### config.mk
export PLATFORM = sky130hd
export DESIGN_NAME = tch_cordic
export DESIGN_NICKNAME = d
export VERILOG_FILES = /design/src/hdl/tilt_compensated_heading_macros.svh /design/src/hdl/tch_pkg.sv /design/src/hdl/tch_cordic.sv
export SDC_FILE = /design/constraint.sdc
export NUM_CORES = 1
export LEC_CHECK = 0
export BUFFER_PORTS_ARGS = -buffer_cell sky130_fd_sc_hd__buf_2
export CORE_ASPECT_RATIO = 2
export CORE_MARGIN = 1
export CORE_UTILIZATION = 30
export CTS_CLUSTER_DIAMETER = 50
export CTS_CLUSTER_SIZE = 24
export DETAILED_ROUTE_END_ITERATION = 8
export PLACE_DENSITY = 0.45
export REMOVE_ABC_BUFFERS = 1
export SYNTH_ARGS = -nofsm -noshare
export SYNTH_HDL_FRONTEND = slang
export SYNTH_SLANG_ARGS = --single-unit
### constraint.sdc
create_clock -name clk -period 6.08 [get_ports clk]
set_input_delay 0.304 -clock clk [delete_from_list [all_inputs] [get_ports clk]]
set_output_delay 0.304 -clock clk [all_outputs]
set_load 0.005 [all_outputs]
### src/hdl/tilt_compensated_heading_macros.svh
// assertion macros for the tilt compensated heading block
// no dependencies
`ifndef TILT_COMPENSATED_HEADING_MACROS_SVH
`define TILT_COMPENSATED_HEADING_MACROS_SVH
// implication checked on every clock, held off in reset
`define TCH_ASSERT_IMP(lbl, ante, cons) \
  lbl: assert property (@(posedge clk) disable iff (!rst_n) (ante) |-> (cons)) \
    else $error("check failed");
// next-cycle implication
`define TCH_ASSERT_NXT(lbl, ante, cons) \
  lbl: assert property (@(posedge clk) disable iff (!rst_n) (ante) |=> (cons)) \
    else $error("check failed");
`endif

### src/hdl/tch_pkg.sv
// shared types and constants for the tilt compensated heading block
// no dependencies
`default_nettype none
package tch_pkg;
  localparam int unsigned AngLen = 24;
  localparam logic signed [33:0] CordicGain = 34'sd652032874;
  localparam logic [31:0] Turn = 32'd36000;

  typedef enum logic [2:0] {
    REG_OFF_X = 3'd0, REG_OFF_Y = 3'd1, REG_OFF_Z = 3'd2,
    REG_SCL_X = 3'd3, REG_SCL_Y = 3'd4, REG_SCL_Z = 3'd5,
    REG_DECL = 3'd6, REG_NONE = 3'd7
  } reg_idx_t;

  // cordic unit command and status
  typedef struct packed {
    logic start;
    logic vect;
    logic [31:0] theta;
    logic signed [33:0] x0;
    logic signed [33:0] y0;
  } cor_cmd_t;

  typedef struct packed {
    logic done;
    logic signed [33:0] x;
    logic signed [33:0] y;
    logic [31:0] z;
  } cor_sts_t;

  function automatic logic [31:0] ang_lut(input logic [4:0] i);
    logic [31:0] r;
    case (i)
      5'd0: r = 32'd536870912; 5'd1: r = 32'd316933406; 5'd2: r = 32'd167458907;
      5'd3: r = 32'd85004756;  5'd4: r = 32'd42667331;  5'd5: r = 32'd21354465;
      5'd6: r = 32'd10679838;  5'd7: r = 32'd5340245;   5'd8: r = 32'd2670163;
      5'd9: r = 32'd1335087;   5'd10: r = 32'd667544;   5'd11: r = 32'd333772;
      5'd12: r = 32'd166886;   5'd13: r = 32'd83443;    5'd14: r = 32'd41722;
      5'd15: r = 32'd20861;    5'd16: r = 32'd10430;    5'd17: r = 32'd5215;
      5'd18: r = 32'd2608;     5'd19: r = 32'd1304;     5'd20: r = 32'd652;
      5'd21: r = 32'd326;      5'd22: r = 32'd163;      5'd23: r = 32'd81;
      default: r = 32'd0;
    endcase
    return r;
  endfunction
endpackage
`default_nettype wire

### src/hdl/tch_cordic.sv
// shared iterative cordic, rotation (sine/cosine) and vectoring (atan2)
// depends on tch_pkg
`default_nettype none
module tch_cordic #(
  parameter int unsigned STEPS = 16
) (
  input  wire logic             clk,
  input  wire logic             rst_n,
  input  wire tch_pkg::cor_cmd_t cmd,
  output tch_pkg::cor_sts_t     sts
);
  import tch_pkg::*;

  logic signed [33:0] x_r, y_r, x_nxt, y_nxt;
  logic [31:0] z_r, z_nxt;
  logic [4:0] i_r;
  logic busy_r, vect_r, done_r;
  logic dir;
  logic last_c;
  logic signed [33:0] xs, ys;

  // one micro-rotation a cycle
  always_comb begin
    xs = x_r >>> i_r;
    ys = y_r >>> i_r;
    dir = vect_r ? !y_r[33] : !z_r[31];
    if (dir != vect_r) begin
      x_nxt = x_r - ys;
      y_nxt = y_r + xs;
    end else begin
      x_nxt = x_r + ys;
      y_nxt = y_r - xs;
    end
    z_nxt = (dir == vect_r) ? z_r + ang_lut(i_r) : z_r - ang_lut(i_r);
    last_c = ({27'd0, i_r} == STEPS - 1);
  end

  always_ff @(posedge clk) begin
    if (!rst_n) begin
      busy_r <= 1'b0;
      done_r <= 1'b0;
      i_r <= '0;
    end else if (cmd.start) begin
      busy_r <= 1'b1;
      done_r <= 1'b0;
      vect_r <= cmd.vect;
      i_r <= '0;
      x_r <= cmd.x0;
      y_r <= cmd.y0;
      z_r <= cmd.theta;
    end else if (busy_r) begin
      x_r <= x_nxt;
      y_r <= y_nxt;
      z_r <= z_nxt;
      i_r <= i_r + 5'd1;
      busy_r <= !last_c;
      done_r <= last_c;
    end else begin
      done_r <= 1'b0;
    end
  end

  assign sts = '{done: done_r, x: x_r, y: y_r, z: z_r};
endmodule
`default_nettype wire

# ---- Word level (Yosys, flattened, before mapping)
# Memory sizes are Yosys's and may differ from the RTL's. A register that Yosys moved wholly into a read port is not among the register bits.
# Index checks and enable logic that the tools add are counted.
dict set report op_classes {
  shift 2
  n_addsub 7
  n_eq_ne 3
  n_reduce_logical 8
  n_mux 16
  n_bitwise 2
}
# cell count
set op_table {}
lappend op_table {{two-way mux 34 bit} 6}
lappend op_table {{two-way mux 32 bit} 3}
lappend op_table {{adder 34 bit} 2}
lappend op_table {{>>> shifter 34 x 5 -> 34 bit} 2}
lappend op_table {{subtractor 34 bit} 2}
lappend op_table {{adder 32 bit} 1}
lappend op_table {{subtractor 32 bit} 1}
lappend op_table {{two-way mux 5 bit} 4}
lappend op_table {{adder 5 x 1 -> 5 bit, second input constant} 1}
lappend op_table {{== test 5 x 4 -> 1 bit, second input constant} 1}
lappend op_table {{AND reduction 2 bit} 2}
lappend op_table {{logical NOT 1 bit} 3}
lappend op_table {{two-way mux 1 bit} 3}
lappend op_table {{OR reduction 3 bit} 1}
lappend op_table {{inverter 1 bit} 2}
lappend op_table {{nonzero test 2 bit} 1}
lappend op_table {{OR reduction 2 bit} 1}
lappend op_table {{== test 1 bit} 1}
lappend op_table {{inequality test 1 bit} 1}
dict set report totals {
  ff_bits 108
  n_memories 2
  word_cells 47
  romBits 1920
  inputBits 104
  output_inout_bits 101
}
# memory words width read_ports rd_clocked_by_memory_dff wr line_no
set memory_table {}
lappend memory_table {{(no name shown)} 32 30 1 1 0 tch_pkg.sv:33} ;# case (i)
lappend memory_table {{(no name shown)} 32 30 1 1 0 tch_pkg.sv:33}

# ---- Logic depth before layout (Yosys ltp)
# Gate-level depths: netlist of run 1.
dict set report depth {
  depth_word 6
  mapped_depth 29
  mapped_depth_nobuf 23
}

# ---- Worst setup path after synthesis of run 1
# Ideal clock, no wire load.
dict set report synth_path {
  kind {register -> register}
  from {register i_r[1]}
  to {register x_r[29] (data pin)}
  slack_ps -119
  t_arrival_ps 6004
  path_stages_with_launch 27
  period_less_slack_ps 6199
  setup_ps 195
  required_ps 5885
  n_path_buf 6
  cell_sequence {dfxtp_1 buf_4 buf_6 buf_2 buf_2 buf_2 buf_1 mux4_2 a22oi_1 o21ai_0 nor2_1 ha_1 nand2_1 or3_1 or4b_4 inv_1 a21oi_1 xor2_1 ha_1 and4_1 a221o_1 a31oi_1 nand2_1 o21bai_1 a21oi_1 o21bai_1 o311ai_0}
}
dict set report synth_via {
  elab_chain_len 5
  elab_cells_between_ends 6
  classes_between {add/sub (2); shift (1); mux (3)}
}
# element line_no
set synth_rtl {}
lappend synth_rtl {{start: declaration} tch_cordic.sv:16} ;# logic [4:0] i_r;
lappend synth_rtl {{start signal: assignment} tch_cordic.sv:55} ;# i_r <= i_r + 5'd1;
lappend synth_rtl {{>>> shifter 34 x 5 -> 34 bit *} tch_cordic.sv:25} ;# ys = y_r >>> i_r;
lappend synth_rtl {{adder 34 bit or subtractor 34 bit (tied branches)} {tch_cordic.sv:31, tch_cordic.sv:28}}
lappend synth_rtl {{two-way mux 34 bit *} tch_cordic.sv:27} ;# if (dir != vect_r) begin
lappend synth_rtl {{two-way mux 34 bit *} tch_cordic.sv:51} ;# end else if (busy_r) begin
lappend synth_rtl {{two-way mux 34 bit *} tch_cordic.sv:43} ;# end else if (cmd.start) begin
lappend synth_rtl {{end signal: assignment} tch_cordic.sv:48} ;# x_r <= cmd.x0;
lappend synth_rtl {{end signal: assignment} tch_cordic.sv:52} ;# x_r <= x_nxt;
lappend synth_rtl {{end: declaration} tch_cordic.sv:14} ;# logic signed [33:0] x_r, y_r, x_nxt, y_nxt;
# Mark *: on every way between the ends. The rest lies on a longest branch, timed or not. The select of a mux whose other input is x is not followed.
# A chain may end at the register's enable or synchronous reset.

# ---- Final worst setup path of run 1
dict set report layout_path {
  from {register i_r[0]}
  to {register y_r[28] (data pin)}
}
dict set report layout_via {
  elab_chain_len 5
  elab_cells_between_ends 6
  classes_between {add/sub (2); shift (1); mux (3)}
}
# element line_no
set layout_rtl {}
lappend layout_rtl {{>>> shifter 34 x 5 -> 34 bit *} tch_cordic.sv:24} ;# xs = x_r >>> i_r;
lappend layout_rtl {{subtractor 34 bit or adder 34 bit (tied branches)} {tch_cordic.sv:32, tch_cordic.sv:29}}
lappend layout_rtl {{two-way mux 34 bit *} tch_cordic.sv:27}
lappend layout_rtl {{two-way mux 34 bit *} tch_cordic.sv:51}
lappend layout_rtl {{two-way mux 34 bit *} tch_cordic.sv:43}
lappend layout_rtl {{end signal: assignment} tch_cordic.sv:49} ;# y_r <= cmd.y0;
lappend layout_rtl {{end signal: assignment} tch_cordic.sv:53} ;# y_r <= y_nxt;
lappend layout_rtl {{end: declaration} tch_cordic.sv:14}
# Marked as above.

==> summary.txt, run 1 <==
GRT Total Usage = 0.275
CTS tree = done
Layout Skew = 0.0305 ns
Global route total overflow = 0
Leading area contributor after synthesis = edfxtp_1
R2r setup slk = 0.19 ns
Synth async-reset ratio = 0
WP data arrival = 6.23 ns
Place WS = -0.285 ns
Crit path time final = 5.89 ns
Die Area = 58,700 µm²
F_max = 0.170 GHz
Clock Pin Slew Worst Setup and Hold Paths = 0.09 ns
Leak = 9.96 nW
Syn avg cell area = 8.53 µm²
Final nets = 2,806
Setup crit start kind = register
Critical R2R Capture = y_r[28]
Starting Density = 0.303
Area of the multi-input gates = 13,100 µm²
Die extent in y = 342 µm
Power Dens Cells = 418 nW/µm²
Seq/Total Area, Yosys = 0.218
Post-DP HPWL = 65,200 µm
I/O Buffers = 204
Max_cap viols = 0
Largest net degree at the start of global routing = 68
First-pass DRT Iterations = 5
Relative slew margins = 0.330
GP Congestion = 0.969
IO Pins = 205
Reg area = 3790 µm²
# DRC = 0
Initial antenna violation count = 3
Worst-Margin Slew = 1.00 ns
DRT iter0 DRCs = 926
First-pass GRT wire length = 117,000 µm
Min-delay src = cmd[39]
Final wirelength = 80,000 µm
Die W = 172 µm
Worst setup margin = 0.189 ns
Share of cells above drive strength 1 = 0.349
Post-Place Cells = 3,306
Critical path data required time = 6.42 ns
Final Cycle Share = 0.969
Post-synth top area share = 0.175
Cell Rows = 124
Hold Crit Class = in2reg
CTS Buf Count = 17
Worst r2r path cells = 23
Clock Latency Late Sink = 0.53 ns
Most frequent cells in the layout = 440 x buf_4, 258 x nand2_1, 203 x buf_2, 175 x o21ai_0, 158 x a21oi_1
Commonest non-fill, non-tap cell in the layout = buf_4
Finished Layout Cells = 3,359
RR Startpoint = i_r[0]
Number of synthesized flops with an enable pin = 101
Final setup fails = 0
Sink Count = 138
Crit Path Max Fanout = 8
Synthesized area = 17,300 µm²
Via Count = 18,500
Setup crit end kind = register
WS Path Type = reg2reg
Post-synthesis cell type count = 85
Vias in the first global route = 19,000
Htree depth = 4
Post-synthesis register bit count = 138
Via density = 5.50
Peak VDD IR = 0.262 mV
FILL cells = 5,986
Root buffer selected by CTS = clkbuf_16
Final Hold Viols = 0
Synth area leaders = edfxtp_1 18%, mux4_2 13%, ha_1 8.0%
Post-DRT Antenna Nets = 0
Ys Warns = 0
Fin. max-slew vios = 0
Top_reg_cell synth = edfxtp_1
P&R area growth vs syn = 34.5%
Worst hold endpoint = x_r[5]
Synth Instances = 2,029
Wire per inst = 23.8 µm
Worst hold path depth = 3
Clock buffer depth = 2
Core Area = 57,100 µm²
Status = finished clean
[where the power goes]
part	total (mW)	internal, mW	switching, mW	leakage (nW)
Combinational	7.06	3.39	3.67	8.44
Clock	1.08	0.560	0.525	0.251
Sequential	1.59	1.30	0.286	1.27
[area by class of cell]
cell class	instances	share of cell area
diodes	1	0.000108
clock buffers	18	0.0184
clock inverters	14	0.00532
inverters	58	0.00936
multi-input cells	1709	0.563
flip-flops and latches	138	0.163
well taps	756	0.0407
repair buffers	665	0.201
[worst max-delay path by stage]
| stage | from | endpoint | slack (ns) | depth (start not counted) |
|---|---|---|---|---|
| after detailed placement | i_r[0] | x_r[33] | -0.29 | 24 |
| after CTS | i_r[2] | x_r[33] | 0.03 | 19 |
| final | i_r[0] | y_r[28] | 0.19 | 23 |
| after global placement | i_r[1] | x_r[33] | -0.27 | 23 |
| after floorplan | i_r[0] | x_r[29] | -2.78 | 19 |
| after global routing | i_r[0] | y_r[28] | -0.06 | 23 |
[what timing repair did]
action                                 CTS  global route
setup buffers                            5            14
endpoints found under the hold margin    1             0
gates resized for setup                  9            71
pin swaps                                2            25
setup endpoints to repair               10            20
hold buffers                             1             0
[metal layers]
layer	GRT usage	share of wire	vias to the layer above
met4	0.211	0.078	0
met2	0.531	0.56	580
li1	-	-	8762
met5	0	0	-
met3	0.0221	0.029	191
met1	0.261	0.34	8949
[worst max-delay path, cell delays in order, from the launching register on]
cell and delay [ns]:
dfxtp_4 0.42, buf_12 0.14, buf_4 0.15, buf_6 0.13, mux4_2 0.56, mux2_2 0.28
mux4_2 0.51, a311oi_2 0.30, nand3b_1 0.17, nand4bb_4 0.29, buf_6 0.20, o31ai_2 0.23
xor2_1 0.29, buf_4 0.20, ha_1 0.25, o21ai_1 0.09, nand2b_1 0.10, o2bb2ai_1 0.17
buf_4 0.15, o41a_1 0.35, o211ai_1 0.20, a21oi_1 0.11, o21a_1 0.19, o31ai_2 0.21
[per-stage QoR]
step | hold slack (ns) | power (mW) | util | area [µm²] | setup TNS (ns)
global route | 0.0683 | 10.4 | 0.407 | 23300 | -0.0834
finish | 0.0583 | 9.73 | 0.407 | 23300 | 0
detailed placement | 0.482 | 8.48 | 0.389 | 22200 | -1.53
CTS | 0.0400 | 9.64 | 0.400 | 22800 | 0
global placement | 0.487 | 8.43 | 0.389 | 22200 | -1.32
floorplan | 0.403 | 5.31 | - | 16700 | -111.92
[cell usage after synthesis, types with 10 or more instances]
cell        n
nand2_1   259
o22ai_1    15
nor2b_1    14
mux2i_1    47
nor3b_1    10
xor2_1     76
or2_2      12
nor2_1    146
clkbuf_1   79
nand3_1    43
a21oi_1   168
mux2_2     23
o31ai_1    16
dfxtp_1    37
or3_1      12
o21a_1     20
mux4_2     99
inv_1      53
a211oi_1   16
buf_1      21
o21ai_0   183
a31oi_1    25
nand2b_1   20
ha_1      110
a32oi_1    10
and2_1     10
nor3_1     37
xnor2_1    90
a21o_1     45
o21bai_1   10
o211ai_1   18
and3_1     13
edfxtp_1  101
[kinds of logic (layout without fill, tap and decap cells)]
family / count (synthesis) / count (layout) / synth area share
other: 0 / 1 / 0
multiplexers: 171 / 171 / 0.173
flip-flops: 138 / 138 / 0.218
adder cells (fa/ha/maj): 113 / 113 / 0.0830
AO/OA/AOI/OAI: 638 / 638 / 0.232
buffers and inverters: 182 / 755 / 0.0451
XOR/XNOR: 166 / 166 / 0.0840
AND/OR/NAND/NOR: 621 / 621 / 0.165
Power figures use the tool's default switching activity.
==> run 2, diff against run 1 <==
Settings changed: ABC_AREA from default to 1, CTS_BUF_LIST from default to sky130_fd_sc_hd__clkbuf_4.
==> summary.txt, run 2 <==
Worst path most repeated cell = nand2_1
Commonest non-fill, non-tap cell in the layout = nand2_1
Fin Hold WS = 0.142 ns (+0.0836 ns)
Worst r2r path cells = 29 (+26%)
Crit path time final = 5.76 ns (-0.135 ns)
Htree depth = 4 (unchanged)
Die Area = 59,500 µm² (+1.4%)
Post-DRT Antenna Nets = 0 (unchanged)
Number of synthesized flops with an enable pin = 101 (unchanged)
Die W = 173 µm (+0.72%)
Clock Pin Slew Worst Setup and Hold Paths = 0.20 ns (+0.11 ns)
Top_reg_cell synth = edfxtp_1
Final Hold Viols = 0 (unchanged)
Worst setup margin = 0.324 ns (+0.135 ns)
Sink Count = 138 (unchanged)
M1 WL = 26,700 µm (-0.88%)
Vias in the first global route = 21,200 (+12%)
Met3 wire length = 2860 µm (+22%)
First-pass GRT wire length = 125,000 µm (+6.6%)
Via density = 5.25 (-4.5%)
WP data arrival = 6.37 ns (+0.14 ns)
Global route total overflow = 0 (unchanged)
Most frequent cells in the layout = 885 x nand2_1, 499 x nand3_1, 240 x inv_1, 210 x nor2_1, 203 x buf_2
Final nets = 3,352 (+19%)
F_max = 0.174 GHz (+2.3%)
Wire per inst = 21.8 µm (-8.3%)
IO Pins = 205 (unchanged)
Critical path data required time = 6.70 ns (+0.28 ns)
Main combinational cell family by area after synthesis = simple AND/OR/NAND/NOR gates
Post-synth top area share = 0.189 (+0.0142)
Status = finished clean
Finished Cell Area = 20,800 µm² (-10%)
Setup crit end kind = register
Ys Warns = 0 (unchanged)
Post-Synth XOR/XNOR Area = 0.0479 (-0.0361)
Cell Rows = 125 (+0.81%)
Final Cycle Share = 0.947 (-0.0222)
Peak VDD IR = 0.196 mV (-25%)
Leading area contributor after synthesis = nand2_1
Clock buffer depth = 2 (unchanged)
Most frequent cell after synthesis = nand2_1
Max_cap viols = 0 (unchanged)
Synthesized area = 17,600 µm² (+1.5%)
Top Metal Used = met4
Power Dens Cells = 398 nW/µm² (-4.8%)
Seq/Total Area, Yosys = 0.215 (-0.00312)
First-pass DRT Iterations = 8 (+3)
GP Congestion = 1.05 (+8.0%)
Share of cells above drive strength 1 = 0.134 (-0.214)
Slowest cell on the critical path = xnor2_1
Initial antenna violation count = 1 (-2)
Synth top cells by count = 886 x nand2_1, 499 x nand3_1, 242 x inv_1
# DRC = 0 (unchanged)
DRT iter0 DRCs = 1,204 (+30%)
Area post-placement = 19,500 µm² (-12%)
Multiplexer share of the synthesized area = 0 (-0.173)
Hold Crit Class = in2reg
I/O Buffers = 204 (unchanged)
Pwr Total = 8.29 mW (-15%)
Routed wl met2 = 47,400 µm (+6.6%)
Final wirelength = 85,400 µm (+6.8%)
Fin. max-slew vios = 0 (unchanged)
Synth Instances = 2,873 (+42%)
Post-synthesis adder-cell area fraction = 0.0818 (-0.00119)
Core Area = 58,000 µm² (+1.6%)
Max incr delay on CP = 0.51 ns (-0.05 ns)
CTS Buf Count = 17 (unchanged)
WS Path Type = reg2reg
CTS tree = done
Layout Skew = 0.0490 ns (+0.0185 ns)
Via Count = 20,500 (+11%)
Worst hold path depth = 3 (unchanged)
Clock Latency Late Sink = 0.79 ns (+0.26 ns)
Worst-Margin Slew = 0.979 ns (-0.0237 ns)
Synth Area in Compound Gates = 0.121 (-0.111)
P&R area growth vs syn = 18.7%
Synth area leaders = nand2_1 19%, edfxtp_1 17%, nand3_1 14%
Crit Path Max Fanout = 20 (+12)
Setup crit start kind = register
Starting Density = 0.303 (-0.000521)
Syn avg cell area = 6.11 µm² (-28%)
Post-synthesis cell type count = 50 (-41%)
Root buffer selected by CTS = clkbuf_4
Leak = 10.3 nW (+3.5%)
Place WS = 0.164 ns (+0.450 ns)
Post-synthesis register bit count = 138 (unchanged)
Largest net degree at the start of global routing = 64 (-5.9%)
Synth async-reset ratio = 0 (unchanged)
GRT Total Usage = 0.285 (+0.0102)
Relative slew margins = 0.348 (+0.0172)
Post-DP HPWL = 70,000 µm (+7.3%)
Simple-gate share of the synthesized area = 0.450 (+0.284)
Final setup fails = 0 (unchanged)
Die extent in y = 344 µm (+0.72%)
RSZ-0062 raised after global routing = no
==> run 2: worst paths after layout <==
check | startpoint | endpoint | slack [ns]
max reg2reg | i_r[1] | x_r[31] | 0.32
min reg2reg | i_r[0] | i_r[0] | 0.59
max | i_r[1] | x_r[31] | 0.32
min | cmd[101] | y_r[22] | 0.14
==> run 2: where the power goes <==
part           switching [mW]  internal [mW]  leakage, nW
clock                   0.501          0.269        0.175
combinational            3.93           2.04         8.85
sequential              0.266           1.28         1.28
total                    4.70           3.59         10.3
==> run 2: cell type report <==
cell class	instances	area, µm²
fillers	6526	37200
multi-input cells	2373	12300
flip-flops and latches	138	3780
repair buffers	357	2510
well taps	762	953
inverters	248	932
clock inverters	15	191
clock buffers	17	128
diodes	1	2.50
==> run 2: per-layer routing <==
metal  up-vias  global-route usage
met5         -             0.00160
met4         0               0.261
met3       256              0.0398
met2       662               0.579
met1      9473               0.231
li1      10200                   -
==> run 2: logic make-up (layout without fill, tap and decap cells) <==
logic type	count (synthesis)	count (layout)
compound gates	377	377
simple gates	1787	1787
buf+inv	362	637
fa+ha+maj	113	113
xor+xnor	96	96
other cells	0	1
flops	138	138
==> run 2: what timing repair did <==
item	4_1_cts	5_1_grt
hold buffers	102	0
buffers inserted	0	0
setup endpoints to repair	0	4
endpoints found under the hold margin	105	0
gates resized for setup	0	3
==> run 2: through the flow <==
stage | cells | setup TNS (ns) | utilization
finish | 3911 | 0 | 0.359
global placement | 3776 | 0 | 0.336
detailed placement | 3776 | 0 | 0.336
floorplan | 2759 | -39.50 | -
CTS | 3910 | 0 | 0.359
global route | 3911 | 0 | 0.359
==> run 2: critical path: cells and delay by family (launching register included) <==
family | cells | cell delay [ns]
xor gates and xnor gates | 1 | 0.51
and+or+nand+nor | 18 | 2.29
AOI/OAI and AO/OA | 5 | 1.11
adders and majority gates | 1 | 0.40
buffers and inverters | 4 | 0.88
DFF | 1 | 0.38
==> run 3, diff against run 2 <==
Settings changed: ABC_AREA 1 to default, PLACE_DENSITY 0.45 to 0.44.
Clock period 6.08 ns to 7.4 ns, I/O delays scaled along.
==> summary.txt, run 3 (synthesized netlist as in run 1, its figures left out) <==
Final setup fails = 0 (unchanged)
Max_cap viols = 0 (unchanged)
Place WS = 0.566 ns (+0.402 ns)
Cts hold-fix bufs = 97 (-4.9%)
Hold Crit Class = in2reg
WP data arrival = 7.41 ns (+1.04 ns)
Cell Rows = 124 (-0.80%)
Root buffer selected by CTS = clkbuf_4
Htree depth = 4 (unchanged)
Clock Pin Slew Worst Setup and Hold Paths = 0.19 ns (about the same)
# DRC = 0 (unchanged)
Sink Count = 138 (unchanged)
F_max = 0.143 GHz (-18%)
Die W = 172 µm (-0.71%)
DRT iter0 DRCs = 1,049 (-13%)
Slowest cell on the critical path = dfxtp_4
Via Count = 17,600 (-14%)
Wire per inst = 24.8 µm (+14%)
Power Dens Cells = 316 nW/µm² (-21%)
Commonest non-fill, non-tap cell in the layout = nand2_1
Layout Skew = 0.0530 ns (+0.00394 ns)
Fin Hold WS = 0.0877 ns (-0.0543 ns)
CTS resizes = 0 (unchanged)
First-pass GRT wire length = 112,000 µm (-10%)
GRT Total Usage = 0.260 (-0.0249)
Final Cycle Share = 0.947 (about the same)
IO Pins = 205 (unchanged)
GP Congestion = 0.949 (-9.3%)
Peak VDD IR = 0.114 mV (-42%)
Worst path most repeated cell = a21o_1
WS Path Type = reg2reg
Clock Latency Late Sink = 0.69 ns (-0.10 ns)
RSZ-0062 raised after global routing = no
Setup crit end kind = register
Relative slew margins = 0.211 (-0.137)
Initial antenna violation count = 2 (+1)
Setup repair bufs after CTS = 0 (unchanged)
Final Hold Viols = 0 (unchanged)
Max incr delay on CP = 0.91 ns (+0.40 ns)
Global route total overflow = 0 (unchanged)
Final setup TNS = 0 ns (unchanged)
Critical path data required time = 7.81 ns (+1.11 ns)
Vias in the first global route = 17,700 (-16%)
CP Cell Sequence = buf_4, mux4_2, mux2i_1, nor2_1, a211oi_1, nand2_1, or4b_2, o21ai_0, xor2_1, ha_1, a21o_1, a21o_1, a21o_1, a221oi_1, a21oi_1, o311ai_0, nand2_1, a31oi_1, xor2_1, o21ai_0
First-pass DRT Iterations = 5 (-3)
Leak = 8.27 nW (-20%)
CTS Buf Count = 17 (unchanged)
Worst setup margin = 0.392 ns (+0.0683 ns)
Final wirelength = 76,100 µm (-11%)
Most frequent cells in the layout = 259 x nand2_1, 203 x buf_2, 183 x o21ai_0, 168 x a21oi_1, 146 x nor2_1
Crit path time final = 7.01 ns (+1.25 ns)
Share of cells above drive strength 1 = 0.200 (+0.0661)
I/O Buffers = 204 (unchanged)
Die extent in y = 342 µm (-0.71%)
Clock buffer depth = 2 (unchanged)
Post-DRT Antenna Nets = 0 (unchanged)
Final nets = 2,509 (-25%)
Crit Path Max Fanout = 49 (+150%)
Starting Density = 0.303 (+0.000521)
Status = finished clean
Via density = 5.75 (+9.4%)
Worst-Margin Slew = 1.17 ns (+0.191 ns)
CTS tree = done
Die Area = 58,700 µm² (-1.4%)
Largest net degree at the start of global routing = 101 (+58%)
Setup crit start kind = register
Post-DP HPWL = 60,100 µm (-14%)
P&R area growth vs syn = 19.2%
Core Area = 57,100 µm² (-1.6%)
Fin. max-slew vios = 0 (unchanged)
==> run 3: cell types whose count changed in the layout (fill, tap and decap cells not counted), moves of 45 or more <==
cell	before	now
xnor2_1	27	90
mux4_2	0	99
inv_1	240	53
o21ai_0	117	183
or2_2	60	12
mux2i_1	0	45
nand2_1	885	259
nand3_1	499	43
nor2_1	210	146
==> run 3: worst paths after layout <==
check           from  endpoint  slack (ns)  cells past startpoint
max           i_r[1]   y_r[32]        0.39                     20
min          cmd[31]   y_r[31]        0.09                      3
max reg2reg   i_r[1]   y_r[32]        0.39                     20
min reg2reg   busy_r    done_r        0.67                      1
==> run 3: power breakdown <==
part | switching (mW) | total [mW] | internal (mW) | leakage (nW)
logic | 2.58 | 4.48 | 1.90 | 6.83
clock network | 0.398 | 0.640 | 0.242 | 0.165
registers | 0.335 | 1.40 | 1.07 | 1.27
==> run 3: per-layer routing <==
| layer | part of all wire | global-route usage |
|---|---|---|
| met1 | 0.34 | 0.251 |
| met2 | 0.55 | 0.504 |
| met3 | 0.038 | 0.0324 |
| met4 | 0.067 | 0.166 |
| met5 | 0 | 0 |
==> run 3: worst max-delay path: cells and delay by family, from the launching register on <==
kind            cells  cell delay, ns
compound gates     10            2.69
simple gates        4            1.31
flops               1            0.91
mux                 2            0.78
xor+xnor            2            0.35
buf+inv             1            0.33
fa+ha+maj           1            0.32
==> run 3: per-stage QoR <==
stage,area (µm²),util,instances,power [mW]
after floorplan,16700,-,1905,4.36
after global placement,19300,0.339,2932,5.81
after detailed placement,19300,0.339,2932,5.82
after CTS,20600,0.361,3061,6.55
after global routing,20600,0.361,3063,7.03
final,20600,0.361,3063,6.53
==> run 3: area by class of cell <==
type                       instances  area [µm²]
timing repair buffer             368        2560
tap                              756         946
sequential                       138        3780
clock inverter                    15         189
inverter                          58         218
antenna                            2        5.00
clock buffer                      17         128
multi-input combinational       1709       12800
fill                            6122       36500
